**config.mk**
```make
export PLATFORM = sky130hd
export DESIGN_NAME = stake_weighted_leader_select
export DESIGN_NICKNAME = d
export VERILOG_FILES = /design/src/sv/swls_pkg.sv /design/src/sv/swls_ctrl.sv /design/src/sv/swls_datapath.sv /design/src/sv/stake_weighted_leader_select.sv
export VERILOG_INCLUDE_DIRS = /design/src /design/src/sv
export SDC_FILE = /design/constraint.sdc
export NUM_CORES = 2
export LEC_CHECK = 0
export BUFFER_PORTS_ARGS = -buffer_cell sky130_fd_sc_hd__clkbuf_2
export CAP_MARGIN = 20
export CORE_ASPECT_RATIO = 1.2
export CORE_MARGIN = 5
export CORE_UTILIZATION = 45
export DETAILED_ROUTE_END_ITERATION = 8
export MAX_ROUTING_LAYER = met4
export PLACE_DENSITY = 0.61
export SYNTH_ARGS = -nofsm -noshare
export SYNTH_HDL_FRONTEND = slang
export SYNTH_SLANG_ARGS = --single-unit
```
**constraint.sdc**
```tcl
create_clock -name clock -period 17.1 [get_ports clock]
set_input_delay 0.855 -clock clock [delete_from_list [all_inputs] [get_ports clock]]
set_output_delay 0.855 -clock clock [all_outputs]
set_load 0.03 [all_outputs]
```
**src/sv/stake_weighted_leader_select_macros.svh**
```systemverilog
// assertion macros for the stake weighted leader select block
// no dependencies; compiled away when SYNTHESIS is defined
`ifndef STAKE_WEIGHTED_LEADER_SELECT_MACROS_SVH
`define STAKE_WEIGHTED_LEADER_SELECT_MACROS_SVH
`ifndef SYNTHESIS
`define SWLS_ASSERT_IMPL(label, clk, rst, ante, cons, msg) \
   label: assert property (@(posedge clk) disable iff (rst) (ante) |-> (cons)) else $error(msg);
`define SWLS_ASSERT_NEXT(label, clk, rst, ante, cons, msg) \
   label: assert property (@(posedge clk) disable iff (rst) (ante) |=> (cons)) else $error(msg);
`else
`define SWLS_ASSERT_IMPL(label, clk, rst, ante, cons, msg)
`define SWLS_ASSERT_NEXT(label, clk, rst, ante, cons, msg)
`endif
`endif

```
**src/sv/swls_pkg.sv**
```systemverilog
// package for the stake weighted leader select block
// payload structs, controller states, command and status types, sha constants
`timescale 1ns / 1ps
package swls_pkg;

   localparam int MaxValidators = 1024;
   localparam int RankWidth     = 10;

   localparam logic [2:0] CsrSeed0 = 3'd0;
   localparam logic [2:0] CsrSeed1 = 3'd1;
   localparam logic [2:0] CsrSeed2 = 3'd2;
   localparam logic [2:0] CsrSeed3 = 3'd3;
   localparam logic [2:0] CsrRound = 3'd4;

   typedef struct packed {
      logic [63:0] key_word0;
      logic [63:0] key_word1;
      logic [63:0] key_word2;
      logic [63:0] key_word3;
      logic        has_key;
      logic [63:0] stake;
      logic        slashed;
      logic [9:0]  validator_rank;
      logic        last_in_set;
   } req_type;

   typedef struct packed {
      logic [9:0]  leader_rank;
      logic        leader_found;
      logic [63:0] leader_metric;
   } rsp_type;

   typedef enum logic [2:0] {
      ST_IDLE, ST_HASH0, ST_HASH1, ST_DIV, ST_UPDATE, ST_EMIT
   } state_type;

   typedef struct packed {
      logic load;        // capture item, load block 0 schedule, init hash
      logic start_blk1;  // fold block 0, load block 1 schedule
      logic round_step;  // one compression round
      logic start_div;   // fold block 1, set up divider
      logic div_step;    // one quotient bit
      logic update;      // compare and keep best
      logic emit_clear;  // result taken, clear search
   } cmd_type;

   typedef struct packed {
      logic round_last;
      logic div_last;
      logic eligible;
      logic last_in_set;
   } sts_type;

   localparam logic [31:0] ShaK [64] = '{
      32'h428a2f98, 32'h71374491, 32'hb5c0fbcf, 32'he9b5dba5, 32'h3956c25b, 32'h59f111f1,
      32'h923f82a4, 32'hab1c5ed5, 32'hd807aa98, 32'h12835b01, 32'h243185be, 32'h550c7dc3,
      32'h72be5d74, 32'h80deb1fe, 32'h9bdc06a7, 32'hc19bf174, 32'he49b69c1, 32'hefbe4786,
      32'h0fc19dc6, 32'h240ca1cc, 32'h2de92c6f, 32'h4a7484aa, 32'h5cb0a9dc, 32'h76f988da,
      32'h983e5152, 32'ha831c66d, 32'hb00327c8, 32'hbf597fc7, 32'hc6e00bf3, 32'hd5a79147,
      32'h06ca6351, 32'h14292967, 32'h27b70a85, 32'h2e1b2138, 32'h4d2c6dfc, 32'h53380d13,
      32'h650a7354, 32'h766a0abb, 32'h81c2c92e, 32'h92722c85, 32'ha2bfe8a1, 32'ha81a664b,
      32'hc24b8b70, 32'hc76c51a3, 32'hd192e819, 32'hd6990624, 32'hf40e3585, 32'h106aa070,
      32'h19a4c116, 32'h1e376c08, 32'h2748774c, 32'h34b0bcb5, 32'h391c0cb3, 32'h4ed8aa4a,
      32'h5b9cca4f, 32'h682e6ff3, 32'h748f82ee, 32'h78a5636f, 32'h84c87814, 32'h8cc70208,
      32'h90befffa, 32'ha4506ceb, 32'hbef9a3f7, 32'hc67178f2
   };

   localparam logic [255:0] ShaInit = {
      32'h6a09e667, 32'hbb67ae85, 32'h3c6ef372, 32'ha54ff53a,
      32'h510e527f, 32'h9b05688c, 32'h1f83d9ab, 32'h5be0cd19
   };

   function automatic logic [31:0] swap32(input logic [31:0] x);
      return {x[7:0], x[15:8], x[23:16], x[31:24]};
   endfunction

endpackage

```
**src/sv/swls_ctrl.sv**
```systemverilog
// controller state machine for the stake weighted leader select block
// depends on swls_pkg; drives commands into swls_datapath
`timescale 1ns / 1ps
module swls_ctrl import swls_pkg::*; (
   input  logic    clock,
   input  logic    reset,
   input  logic    req_valid,
   output logic    req_stall,
   output logic    rsp_valid,
   input  logic    rsp_stall,
   input  sts_type sts,
   output cmd_type cmd
);

   state_type state_ff, state_in;

   // state register
   always_ff @(posedge clock) begin
      if (reset) begin
         state_ff <= ST_IDLE;
      end else begin
         state_ff <= state_in;
      end
   end

   // next state and commands
   always_comb begin
      state_in  = state_ff;
      cmd       = '0;
      req_stall = 1'b1;
      rsp_valid = 1'b0;
      case (state_ff)
         ST_IDLE: begin
            req_stall = 1'b0;
            if (req_valid) begin
               cmd.load = 1'b1;
               state_in = ST_HASH0;
            end
         end
         ST_HASH0: begin
            if (!sts.eligible) begin
               state_in = sts.last_in_set ? ST_EMIT : ST_IDLE;
            end else if (sts.round_last) begin
               cmd.round_step = 1'b1;
               state_in = ST_HASH1;
            end else begin
               cmd.round_step = 1'b1;
            end
         end
         ST_HASH1: begin
            if (sts.round_last) begin
               cmd.round_step = 1'b1;
               state_in = ST_DIV;
            end else begin
               cmd.round_step = 1'b1;
            end
         end
         ST_DIV: begin
            cmd.div_step = 1'b1;
            if (sts.div_last) begin
               state_in = ST_UPDATE;
            end
         end
         ST_UPDATE: begin
            cmd.update = 1'b1;
            state_in = sts.last_in_set ? ST_EMIT : ST_IDLE;
         end
         ST_EMIT: begin
            rsp_valid = 1'b1;
            if (!rsp_stall) begin
               cmd.emit_clear = 1'b1;
               state_in = ST_IDLE;
            end
         end
         default: state_in = ST_IDLE;
      endcase
      // block boundary and divider setup ride on the round that ends a block
      cmd.start_blk1 = (state_ff == ST_HASH0) && sts.eligible && sts.round_last;
      cmd.start_div  = (state_ff == ST_HASH1) && sts.round_last;
   end

endmodule

```
**src/sv/swls_datapath.sv**
```systemverilog
// datapath: sha-256 round unit, restoring divider and best tracker
// depends on swls_pkg; commanded by swls_ctrl
`timescale 1ns / 1ps
module swls_datapath import swls_pkg::*; (
   input  logic        clock,
   input  logic        reset,
   input  logic        csr_write,
   input  logic [2:0]  csr_index,
   input  logic [63:0] csr_data,
   input  req_type     req_data,
   input  cmd_type     cmd,
   output sts_type     sts,
   output rsp_type     rsp_data
);

   logic [63:0]  seed_ff [4];
   logic [63:0]  round_ff;
   req_type      item_ff;
   logic [511:0] sched_ff, sched_in;
   logic [255:0] hash_ff, hash_in;
   logic [255:0] work_ff, work_in;
   logic [5:0]   rnd_ff;
   logic [6:0]   dcnt_ff;
   logic [63:0]  dq_ff, drem_ff;
   logic [63:0]  best_q_ff;
   logic [9:0]   best_rank_ff;
   logic         have_best_ff;

   // configuration writes
   always_ff @(posedge clock) begin
      if (reset) begin
         seed_ff[0] <= '0;
         seed_ff[1] <= '0;
         seed_ff[2] <= '0;
         seed_ff[3] <= '0;
         round_ff   <= '0;
      end else if (csr_write) begin
         case (csr_index)
            CsrSeed0: seed_ff[0] <= csr_data;
            CsrSeed1: seed_ff[1] <= csr_data;
            CsrSeed2: seed_ff[2] <= csr_data;
            CsrSeed3: seed_ff[3] <= csr_data;
            CsrRound: round_ff   <= csr_data;
            default: ;
         endcase
      end
   end

   // message blocks
   logic [511:0] blk0, blk1;
   assign blk0 = {seed_ff[0], seed_ff[1], seed_ff[2], seed_ff[3],
                  req_data.key_word0, req_data.key_word1,
                  req_data.key_word2, req_data.key_word3};
   assign blk1 = {swap32(round_ff[31:0]), swap32(round_ff[63:32]), 32'h80000000,
                  {12{32'h0}}, 32'd576};

   // one sha round: w[t] is the top word of the schedule window
   logic [31:0] a, b, c, d, e, f, g, h, w0, w1, w9, w14, s0, s1, wn, t1, t2;
   always_comb begin
      {a, b, c, d, e, f, g, h} = work_ff;
      w0  = sched_ff[511:480];
      w1  = sched_ff[479:448];
      w9  = sched_ff[223:192];
      w14 = sched_ff[63:32];
      s0  = {w1[6:0], w1[31:7]} ^ {w1[17:0], w1[31:18]} ^ (w1 >> 3);
      s1  = {w14[16:0], w14[31:17]} ^ {w14[18:0], w14[31:19]} ^ (w14 >> 10);
      wn  = w0 + s0 + w9 + s1;
      t1  = h + ({e[5:0], e[31:6]} ^ {e[10:0], e[31:11]} ^ {e[24:0], e[31:25]})
          + ((e & f) ^ (~e & g)) + ShaK[rnd_ff] + w0;
      t2  = ({a[1:0], a[31:2]} ^ {a[12:0], a[31:13]} ^ {a[21:0], a[31:22]})
          + ((a & b) ^ (a & c) ^ (b & c));
   end

   // fold of working vars into chaining value
   logic [255:0] folded;
   logic [255:0] rnd_out;
   logic [31:0]  na, ne;
   always_comb begin
      na = t1 + t2;
      ne = d + t1;
      rnd_out = {na, a, b, c, ne, e, f, g};
      for (int i = 0; i < 8; i++) begin
         folded[32*i +: 32] = hash_ff[32*i +: 32] + rnd_out[32*i +: 32];
      end
   end

   always_comb begin
      sched_in = sched_ff;
      work_in  = work_ff;
      hash_in  = hash_ff;
      if (cmd.load) begin
         sched_in = blk0;
         work_in  = ShaInit;
         hash_in  = ShaInit;
      end else if (cmd.start_blk1) begin
         sched_in = blk1;
         work_in  = folded;
         hash_in  = folded;
      end else if (cmd.start_div) begin
         hash_in  = folded;
      end else if (cmd.round_step) begin
         sched_in = {sched_ff[479:0], wn};
         work_in  = rnd_out;
      end
   end

   // hash registers and round counter
   always_ff @(posedge clock) begin
      sched_ff <= sched_in;
      work_ff  <= work_in;
      hash_ff  <= hash_in;
      if (cmd.load) begin
         item_ff <= req_data;
      end
   end

   always_ff @(posedge clock) begin
      if (reset) begin
         rnd_ff <= '0;
      end else if (cmd.load) begin
         rnd_ff <= '0;
      end else if (cmd.round_step) begin
         rnd_ff <= rnd_ff + 6'd1;
      end
   end

   // score from folded block 1 digest
   logic [63:0] score;
   assign score = {swap32(folded[223:192]), swap32(folded[255:224])};

   // restoring divider, one quotient bit a cycle
   logic [64:0] trial;
   assign trial = {drem_ff, dq_ff[63]} - {1'b0, item_ff.stake};
   always_ff @(posedge clock) begin
      if (reset) begin
         dcnt_ff <= '0;
      end else if (cmd.start_div) begin
         dcnt_ff <= '0;
      end else if (cmd.div_step) begin
         dcnt_ff <= dcnt_ff + 7'd1;
      end
   end
   always_ff @(posedge clock) begin
      if (cmd.start_div) begin
         dq_ff   <= score;
         drem_ff <= '0;
      end else if (cmd.div_step) begin
         if (!trial[64]) begin
            drem_ff <= trial[63:0];
            dq_ff   <= {dq_ff[62:0], 1'b1};
         end else begin
            drem_ff <= {drem_ff[62:0], dq_ff[63]};
            dq_ff   <= {dq_ff[62:0], 1'b0};
         end
      end
   end

   // best tracker
   logic better;
   assign better = !have_best_ff || (dq_ff < best_q_ff)
                || ((dq_ff == best_q_ff) && (item_ff.validator_rank < best_rank_ff));
   always_ff @(posedge clock) begin
      if (reset || cmd.emit_clear) begin
         have_best_ff <= 1'b0;
         best_q_ff    <= '0;
         best_rank_ff <= '0;
      end else if (cmd.update && better) begin
         have_best_ff <= 1'b1;
         best_q_ff    <= dq_ff;
         best_rank_ff <= item_ff.validator_rank;
      end
   end

   assign sts.round_last  = (rnd_ff == 6'd63);
   assign sts.div_last    = (dcnt_ff == 7'd63);
   assign sts.eligible    = item_ff.has_key && !item_ff.slashed && (item_ff.stake != '0)
                         && ({1'b0, item_ff.validator_rank} < 11'(MaxValidators));
   assign sts.last_in_set = item_ff.last_in_set;

   assign rsp_data.leader_rank   = best_rank_ff;
   assign rsp_data.leader_found  = have_best_ff;
   assign rsp_data.leader_metric = best_q_ff;

endmodule

```
**src/sv/stake_weighted_leader_select.sv**
```systemverilog
// top level of the stake weighted leader select block
// depends on swls_pkg, swls_ctrl, swls_datapath and the assertion macro header
//
//   channel  direction  payload   transfer when
//   req      in         req_type  req_valid && !req_stall
//   rsp      out        rsp_type  rsp_valid && !rsp_stall
//   csr      in         64 bits   csr_write
//
// an eligible item goes through load, both sha blocks on the single round unit, the
// bit-per-cycle divider and the best update, and no new item is taken meanwhile
// an ineligible item is dropped in the first hash state with no round run; a last item adds the emit state
// req_stall is high while an item is in work or a result waits
// synchronous reset clears the state, the csr and counter registers and the search
`timescale 1ns / 1ps
`include "stake_weighted_leader_select_macros.svh"
module stake_weighted_leader_select import swls_pkg::*; (
   input  logic        clock,
   input  logic        reset,
   input  logic        req_valid,
   output logic        req_stall,
   input  req_type     req_data,
   output logic        rsp_valid,
   input  logic        rsp_stall,
   output rsp_type     rsp_data,
   input  logic        csr_write,
   input  logic [2:0]  csr_index,
   input  logic [63:0] csr_data
);

   cmd_type cmd;
   sts_type sts;

   swls_ctrl u_ctrl (
      .clock, .reset, .req_valid, .req_stall, .rsp_valid, .rsp_stall, .sts, .cmd
   );

   swls_datapath u_dp (
      .clock, .reset, .csr_write, .csr_index, .csr_data, .req_data, .cmd, .sts, .rsp_data
   );

   `SWLS_ASSERT_IMPL(a_no_accept_busy, clock, reset, rsp_valid, req_stall, "accept while result pending")
   `SWLS_ASSERT_NEXT(a_clear_after_emit, clock, reset, rsp_valid && !rsp_stall, !rsp_data.leader_found, "search not cleared")
   `SWLS_ASSERT_IMPL(a_found_metric, clock, reset, rsp_valid && !rsp_data.leader_found, rsp_data.leader_metric == 64'd0, "metric without leader")

endmodule

```
# Word level (Yosys, flattened, before mapping)
# Memories as Yosys holds them, arrays and structs flattened.
# Index checks and enable logic that the tools add are counted.
# Widths: inputs -> output; s select.
[totals]
regBits = 1384
ramBits = 256
romBits = 2048
in_bits = 405
out_inout_bits = 77
elab_cells = 164
n_memories = 2
[op_classes]
add_sub_neg = 21
magnitude_cmp = 3
n_eq_ne = 19
muxes = 55
n_bitwise = 22
n_reduce_logical = 25
[memory_table]
columns = ["memory", "words", "word_bits", "read_ports", "rd_ports_with_merged_regs", "write_ports", "line_no", "rtl"]
rows = [
  ["(name not given)", 64, 32, 1, 0, 0, "swls_datapath.sv:69", "+ ((e & f) ^ (~e & g)) + ShaK[rnd_ff] + w0;"],
  ["u_dp.seed_ff", 4, 64, 4, 0, 4, "swls_datapath.sv:16", "logic [63:0] seed_ff [4];"],
]
[ops]
columns = ["op", "count"]
rows = [
  ["$mux 512", 4],
  ["$mux 256", 5],
  ["$add 32x32->32", 18],
  ["$mux 64", 7],
  ["$xor 32x32->32", 9],
  ["$and 32x32->32", 5],
  ["$sub 65x64->65", 1],
  ["$eq 64x64->1", 1],
  ["$lt 64x64->1", 1],
  ["$mux 32", 2],
  ["$reduce_bool 64->1", 1],
  ["$not 32->32", 1],
  ["$xor 32x22->32", 1],
  ["$xor 32x29->32", 1],
  ["$mux 1", 28],
  ["$mux 3", 7],
  ["$pmux 3 s6", 1],
  ["$eq 3x2->1 const B", 4],
  ["$lt 10x10->1", 1],
  ["$eq 3x3->1 const B", 3],
  ["$add 7x1->7 const B", 1],
  ["$eq 7x6->1 const B", 1],
  ["$ge 7x7->1 const B", 1],
  ["$logic_and 1x1->1", 7],
  ["18 further kinds", 34],
]

# Depth between registers and ports, before layout
[depth]
word_depth = 10
depth_mapped = 49
ltp_nobuf = 47

# By module
# A second synthesis with hierarchy kept.
[unflattened]
cells_unflattened = 10168
hier_area_um2 = 98181.7
[by_module_without_submodules]
columns = ["module", "instances", "cells_per_inst", "area_per_inst_um2", "seq_area_each_um2"]
rows = [
  ["swls_datapath", 1, 10129, 97851.3, 41870.2],
  ["swls_ctrl", 1, 39, 330.3, 60.1],
]

# Least setup slack after synthesis
# No wires, ideal clock.
[synth_timing]
path_kind = "register -> register"
startpoint = "register u_dp.rnd_ff[1]"
endpoint = "register u_dp.work_ff[159]"
setup_time_ns = 0.105
arrival_time_ns = 12.314
required_time_ns = 16.995
setup_slack_ns = 4.681
stages_incl_launch_ff = 10
n_path_buf = 1
period_less_slack_ns = 12.419
path_cell_list = "dfxtp_1 > ha_1 > clkbuf_1 > nand4_1 > a21oi_1 > nor2_1 > nor2_1 > inv_1 > o221ai_1 > a21oi_1"
[synth_between]
elab_chain_cells = 4
word_cells_on_any_way = 7
cone_classes = "2 x eq/ne; 1 x mux; 4 x reduce/logical"
[synth_rtl]
columns = ["element", "line_no", "rtl"]
rows = [
  ["from (decl)", "swls_datapath.sv:22", "logic [5:0] rnd_ff;"],
  ["from (signal assigned)", "swls_datapath.sv:123", "rnd_ff <= rnd_ff + 6'd1;"],
  ["$eq 6x6->1 *", "swls_datapath.sv:174", "assign sts.round_last = (rnd_ff == 6'd63);"],
  ["$logic_and 1x1->1, on equally long branches", "swls_ctrl.sv:79, swls_ctrl.sv:78", ""],
  ["$ne 2x1->1 (no line) / $reduce_bool 2->1 (equally long branches)", "-", ""],
  ["$reduce_and 2->1 (no line)", "-", ""],
  ["to (signal assigned)", "swls_datapath.sv:110", "work_ff <= work_in;"],
  ["to (decl)", "swls_datapath.sv:21", "logic [255:0] work_ff, work_in;"],
]
# Mark *: on every way between the ends. The rest lies on a longest branch, timed or not.
# A chain may end at the register's enable or synchronous reset.

# Final worst setup path
[layout_timing]
startpoint = "register u_dp.rnd_ff[0]"
endpoint = "register u_dp.dq_ff[7], data pin"
[layout_between]
elab_chain_cells = 9
word_cells_on_any_way = 11
cone_classes = "4 x add/sub; 1 x eq/ne; 3 x mux; 1 x bitwise; 1 x reduce/logical; 1 x memory"
[layout_rtl]
columns = ["element", "line_no", "rtl"]
rows = [
  ["$not 6->7 (implied by the code)", "swls_datapath.sv:69", ""],
  ["$mem_v2 64x32", "-", ""],
  ["$mux 32 (implied by the code) (2 in a row)", "swls_datapath.sv:69", ""],
  ["$add 32x32->32 (2 in a row)", "swls_datapath.sv:69", ""],
  ["$add 32x32->32", "swls_datapath.sv:79", "na = t1 + t2;"],
  ["$add 32x32->32", "swls_datapath.sv:83", "folded[32*i +: 32] = hash_ff[32*i +: 32] + rnd_out[32*i +: 32];"],
  ["$mux 64 *", "swls_datapath.sv:144", "if (cmd.start_div) begin"],
  ["to (signal assigned)", "swls_datapath.sv:145", "dq_ff <= score;"],
  ["to (signal assigned)", "swls_datapath.sv:150", "dq_ff <= {dq_ff[62:0], 1'b1};"],
  ["to (signal assigned)", "swls_datapath.sv:153", "dq_ff <= {dq_ff[62:0], 1'b0};"],
  ["to (decl)", "swls_datapath.sv:24", "logic [63:0] dq_ff, drem_ff;"],
]
# Mark *: on every way between the ends. The rest lies on a longest branch, timed or not. The select of a mux whose other input is x is not followed.

==> impl_metrics.json <==
{
  "wl_met3_um": 18900,
  "min_path_type": "input pin to flop",
  "synthSimpleGateAreaFrac": 0.183,
  "outcome": "finished clean",
  "die-area_um2": 227000,
  "synth_compound_area_frac": 0.150,
  "endpoint_kind": "flop",
  "place_inst": 13600,
  "place_congestion": 0.965,
  "fin_cells": 14000,
  "highest_layer": "met4",
  "wl_per_cell_um": 25.1,
  "areaGrowthSynthToFinish_pct": 11.0,
  "fmax_mhz": 75.5,
  "path_class": "flop to flop",
  "tritoncts": "built",
  "cts_made_buffers": 176,
  "muxShareOfSynthArea": 0.0265,
  "postSynth.asyncResetShare": 0,
  "fill_cells": 20300,
  "syn_inst": 10800,
  "ctsResizeCount": 0,
  "r2r_cells": 40,
  "cts_setup_buffers": 0,
  "clkTransAtPathRegs_ns": 0.07,
  "port_buffers": 481,
  "required_ns": 17.69,
  "synth-seq-cells": 1640,
  "grt_overflow": 0,
  "avgSynthCellArea_um2": 9.06,
  "core_um2": 216000,
  "io_pins": 482,
  "holdPathStages": 1,
  "start_util": 0.453,
  "dp_hpwl_um": 254000,
  "drive_above_1_share": 0.0890,
  "period_needed_ns": 13.24,
  "critPathMaxStageDelay_ns": 0.99,
  "route.met2.wl_um": 171000,
  "cts_buffer_depth": 3,
  "htreeDepth": 4,
  "fin_setup_tns_ns": 0,
  "fin_area_um2": 109000,
  "synth_nets": 11900,
  "synth_top_family_by_area": "simple AND/OR/NAND/NOR gates",
  "finalHoldViolCount": 0,
  "die_x_um": 436,
  "drt-total-wl_um": 350000,
  "cpMaxStageDelayCell": "ha_1",
  "dpl_cell_area_um2": 103000,
  "clk_latency_ns": 0.88,
  "rsz0062_at_grt": "false",
  "holdPathEnd": "u_dp.item_ff[25]",
  "tightest_slew_ns": 1.22,
  "hp-start": "req_data[25]",
  "skew_ns": 0.0718,
  "slew_violations": 0,
  "worst_slew_margin_rel": 0.189,
  "drt_first_pass_iters": 6,
  "ys_dominant_reg_cell": "edfxtp_1",
  "cts_hold_buf": 0,
  "vias": 81600,
  "synth_xor_area_frac": 0.0595,
  "r2r-start": "u_dp.rnd_ff[0]",
  "cap_violations": 0,
  "reg2reg_to": "u_dp.dq_ff[7]",
  "start_kind": "flop",
  "drt-initial-drc-count": 6989,
  "layout.nets": 12100,
  "cpLargestDelayFamily": "compound AO/OA/AOI/OAI gates",
  "wl_met1_um": 137000,
  "grt_pass1_vias": 80200,
  "rows": 187,
  "clock_sinks": 1640,
  "grt_pass1_wl_um": 514000,
  "post-route-period-util": 0.774,
  "die_h_um": 521,
  "yosys.area_share.adder": 0.110,
  "post-route-drc-count": 0,
  "route.antenna.remaining_nets": 0,
  "grt_util_all_layers": 0.305,
  "yosysSeqAreaShare": 0.428,
  "vias_per_cell": 5.84,
  "crit_fanout": 31,
  "synth_area_um2": 98000,
  "root_buffer": "clkbuf_16",
  "setup_viol": 0,
  "crit_arrival_ns": 13.83,
  "synth-edff-count": 909,
  "synth_warnings": 0,
  "antenna_found_initial": 22,
  "grt_max_degree": 223,
  "cp.buffers_inverters": 3,
  "ff2ff_setup_slack_ns": 3.86,
  "synth.distinct_cells": 97
}
worst reg2reg max path: cells and delay by family, from the launching register on:
family	cells	cell delay, ns
adders and majority gates	9	4.36
buffers and inverters	3	1.02
DFF	1	0.30
AOI/OAI and AO/OA	19	4.75
and+or+nand+nor	5	1.57
xor gates and xnor gates	4	0.97
per-stage QoR:
stage          hold WS [ns]  setup WS [ns]  utilization
2_1_floorplan         0.436           4.68            -
3_3_place_gp          0.442           4.05        0.475
3_5_place_dp          0.447           3.96        0.475
4_1_cts              0.0726           3.91        0.502
5_1_grt              0.0968           3.11        0.503
6_report              0.144           3.86        0.503
synthesized netlist by cell type (26+ instances only):
library cell,number,area [um2]
o21ai_0,554,2770
dfxtp_1,731,14600
o21bai_1,61,458
a211oi_1,70,526
and2_1,282,1760
xor2_1,181,1590
or3_1,35,219
mux2i_1,236,2360
nor2b_1,59,369
xnor2_1,477,4180
clkbuf_1,577,2170
nand4_1,55,344
nor4_1,26,163
a21oi_1,730,3650
nand3_1,701,3510
buf_1,38,143
fa_1,196,3920
o22ai_1,41,257
o21ai_1,54,270
o221ai_1,38,333
a21o_1,235,1760
o21a_1,76,571
ha_1,533,6670
nand2b_1,68,425
inv_1,435,1630
nor2_1,577,2170
nor3_1,119,596
and3_1,42,263
edfxtp_1,909,27300
o31ai_1,31,233
nand2_1,2014,7560
a31oi_1,131,820
o211ai_1,93,698
how the worst max path moves through the flow:
stage,from,endpoint,slack [ns],cells after the start
floorplan,u_dp.rnd_ff[1],u_dp.work_ff[159],4.68,9
detailed placement,u_dp.rnd_ff[0],u_dp.dq_ff[7],3.96,40
global route,u_dp.rnd_ff[0],u_dp.work_ff[252],3.11,41
CTS,u_dp.rnd_ff[0],u_dp.dq_ff[7],3.91,40
global placement,u_dp.rnd_ff[0],u_dp.dq_ff[7],4.05,40
finish,u_dp.rnd_ff[0],u_dp.dq_ff[7],3.86,40
placed cells by master (no fill, tap or decap), types with 176 or more instances in the layout:
master     instances
a21o_1           233
a21oi_1          730
and2_1           282
clkbuf_16        176
clkbuf_2         480
dfxtp_1          728
edfxtp_1         909
fa_1             196
ha_1             533
inv_1            431
mux2i_1          236
nand2_1         2013
nand3_1          698
nor2_1           573
o21ai_0          554
xnor2_1          476
xor2_1           181
layer usage:
layer / up-vias / track usage
li1: 38200 / -
met1: 39800 / 0.354
met2: 2798 / 0.513
met3: 750 / 0.0401
met4: 0 / 0.170
met5: - / -
state kept, by name (all words and copies together), names as in the netlist, 3 cells and up:
register and flops:
u_dp.work_ff 256, u_ctrl.state_ff 3, u_dp.drem_ff 64, u_dp.best_q_ff 64, u_dp.seed_ff 256, u_dp.rnd_ff 6, u_dp.round_ff 64, u_dp.dq_ff 64
u_dp.dcnt_ff 7, u_dp.hash_ff 256, u_dp.item_ff 76, u_dp.sched_ff 512, u_dp.best_rank_ff 10
cells by family after synthesis:
group	count (synthesis)
mux	250
simple gates	4048
compound gates	2373
buf+inv	1088
fa+ha+maj	750
flops	1640
xor+xnor	661
final cells by class:
| class | instances | area, um2 | area share |
|---|---|---|---|
| Clock inverter | 92 | 1170 | 0.0108 |
| Sequential cell | 1640 | 41900 | 0.385 |
| Timing Repair Buffer | 620 | 3570 | 0.0328 |
| Antenna cell | 21 | 52.6 | 0.000483 |
| Tap cell | 2835 | 3550 | 0.0326 |
| Clock buffer | 238 | 4800 | 0.0441 |
| Multi-Input combinational cell | 8082 | 52000 | 0.478 |
| Inverter | 439 | 1660 | 0.0153 |
Power is left out: the tool's default activity adds up to more than one toggle a clock period on the data nets, which glitch-free logic cannot reach.
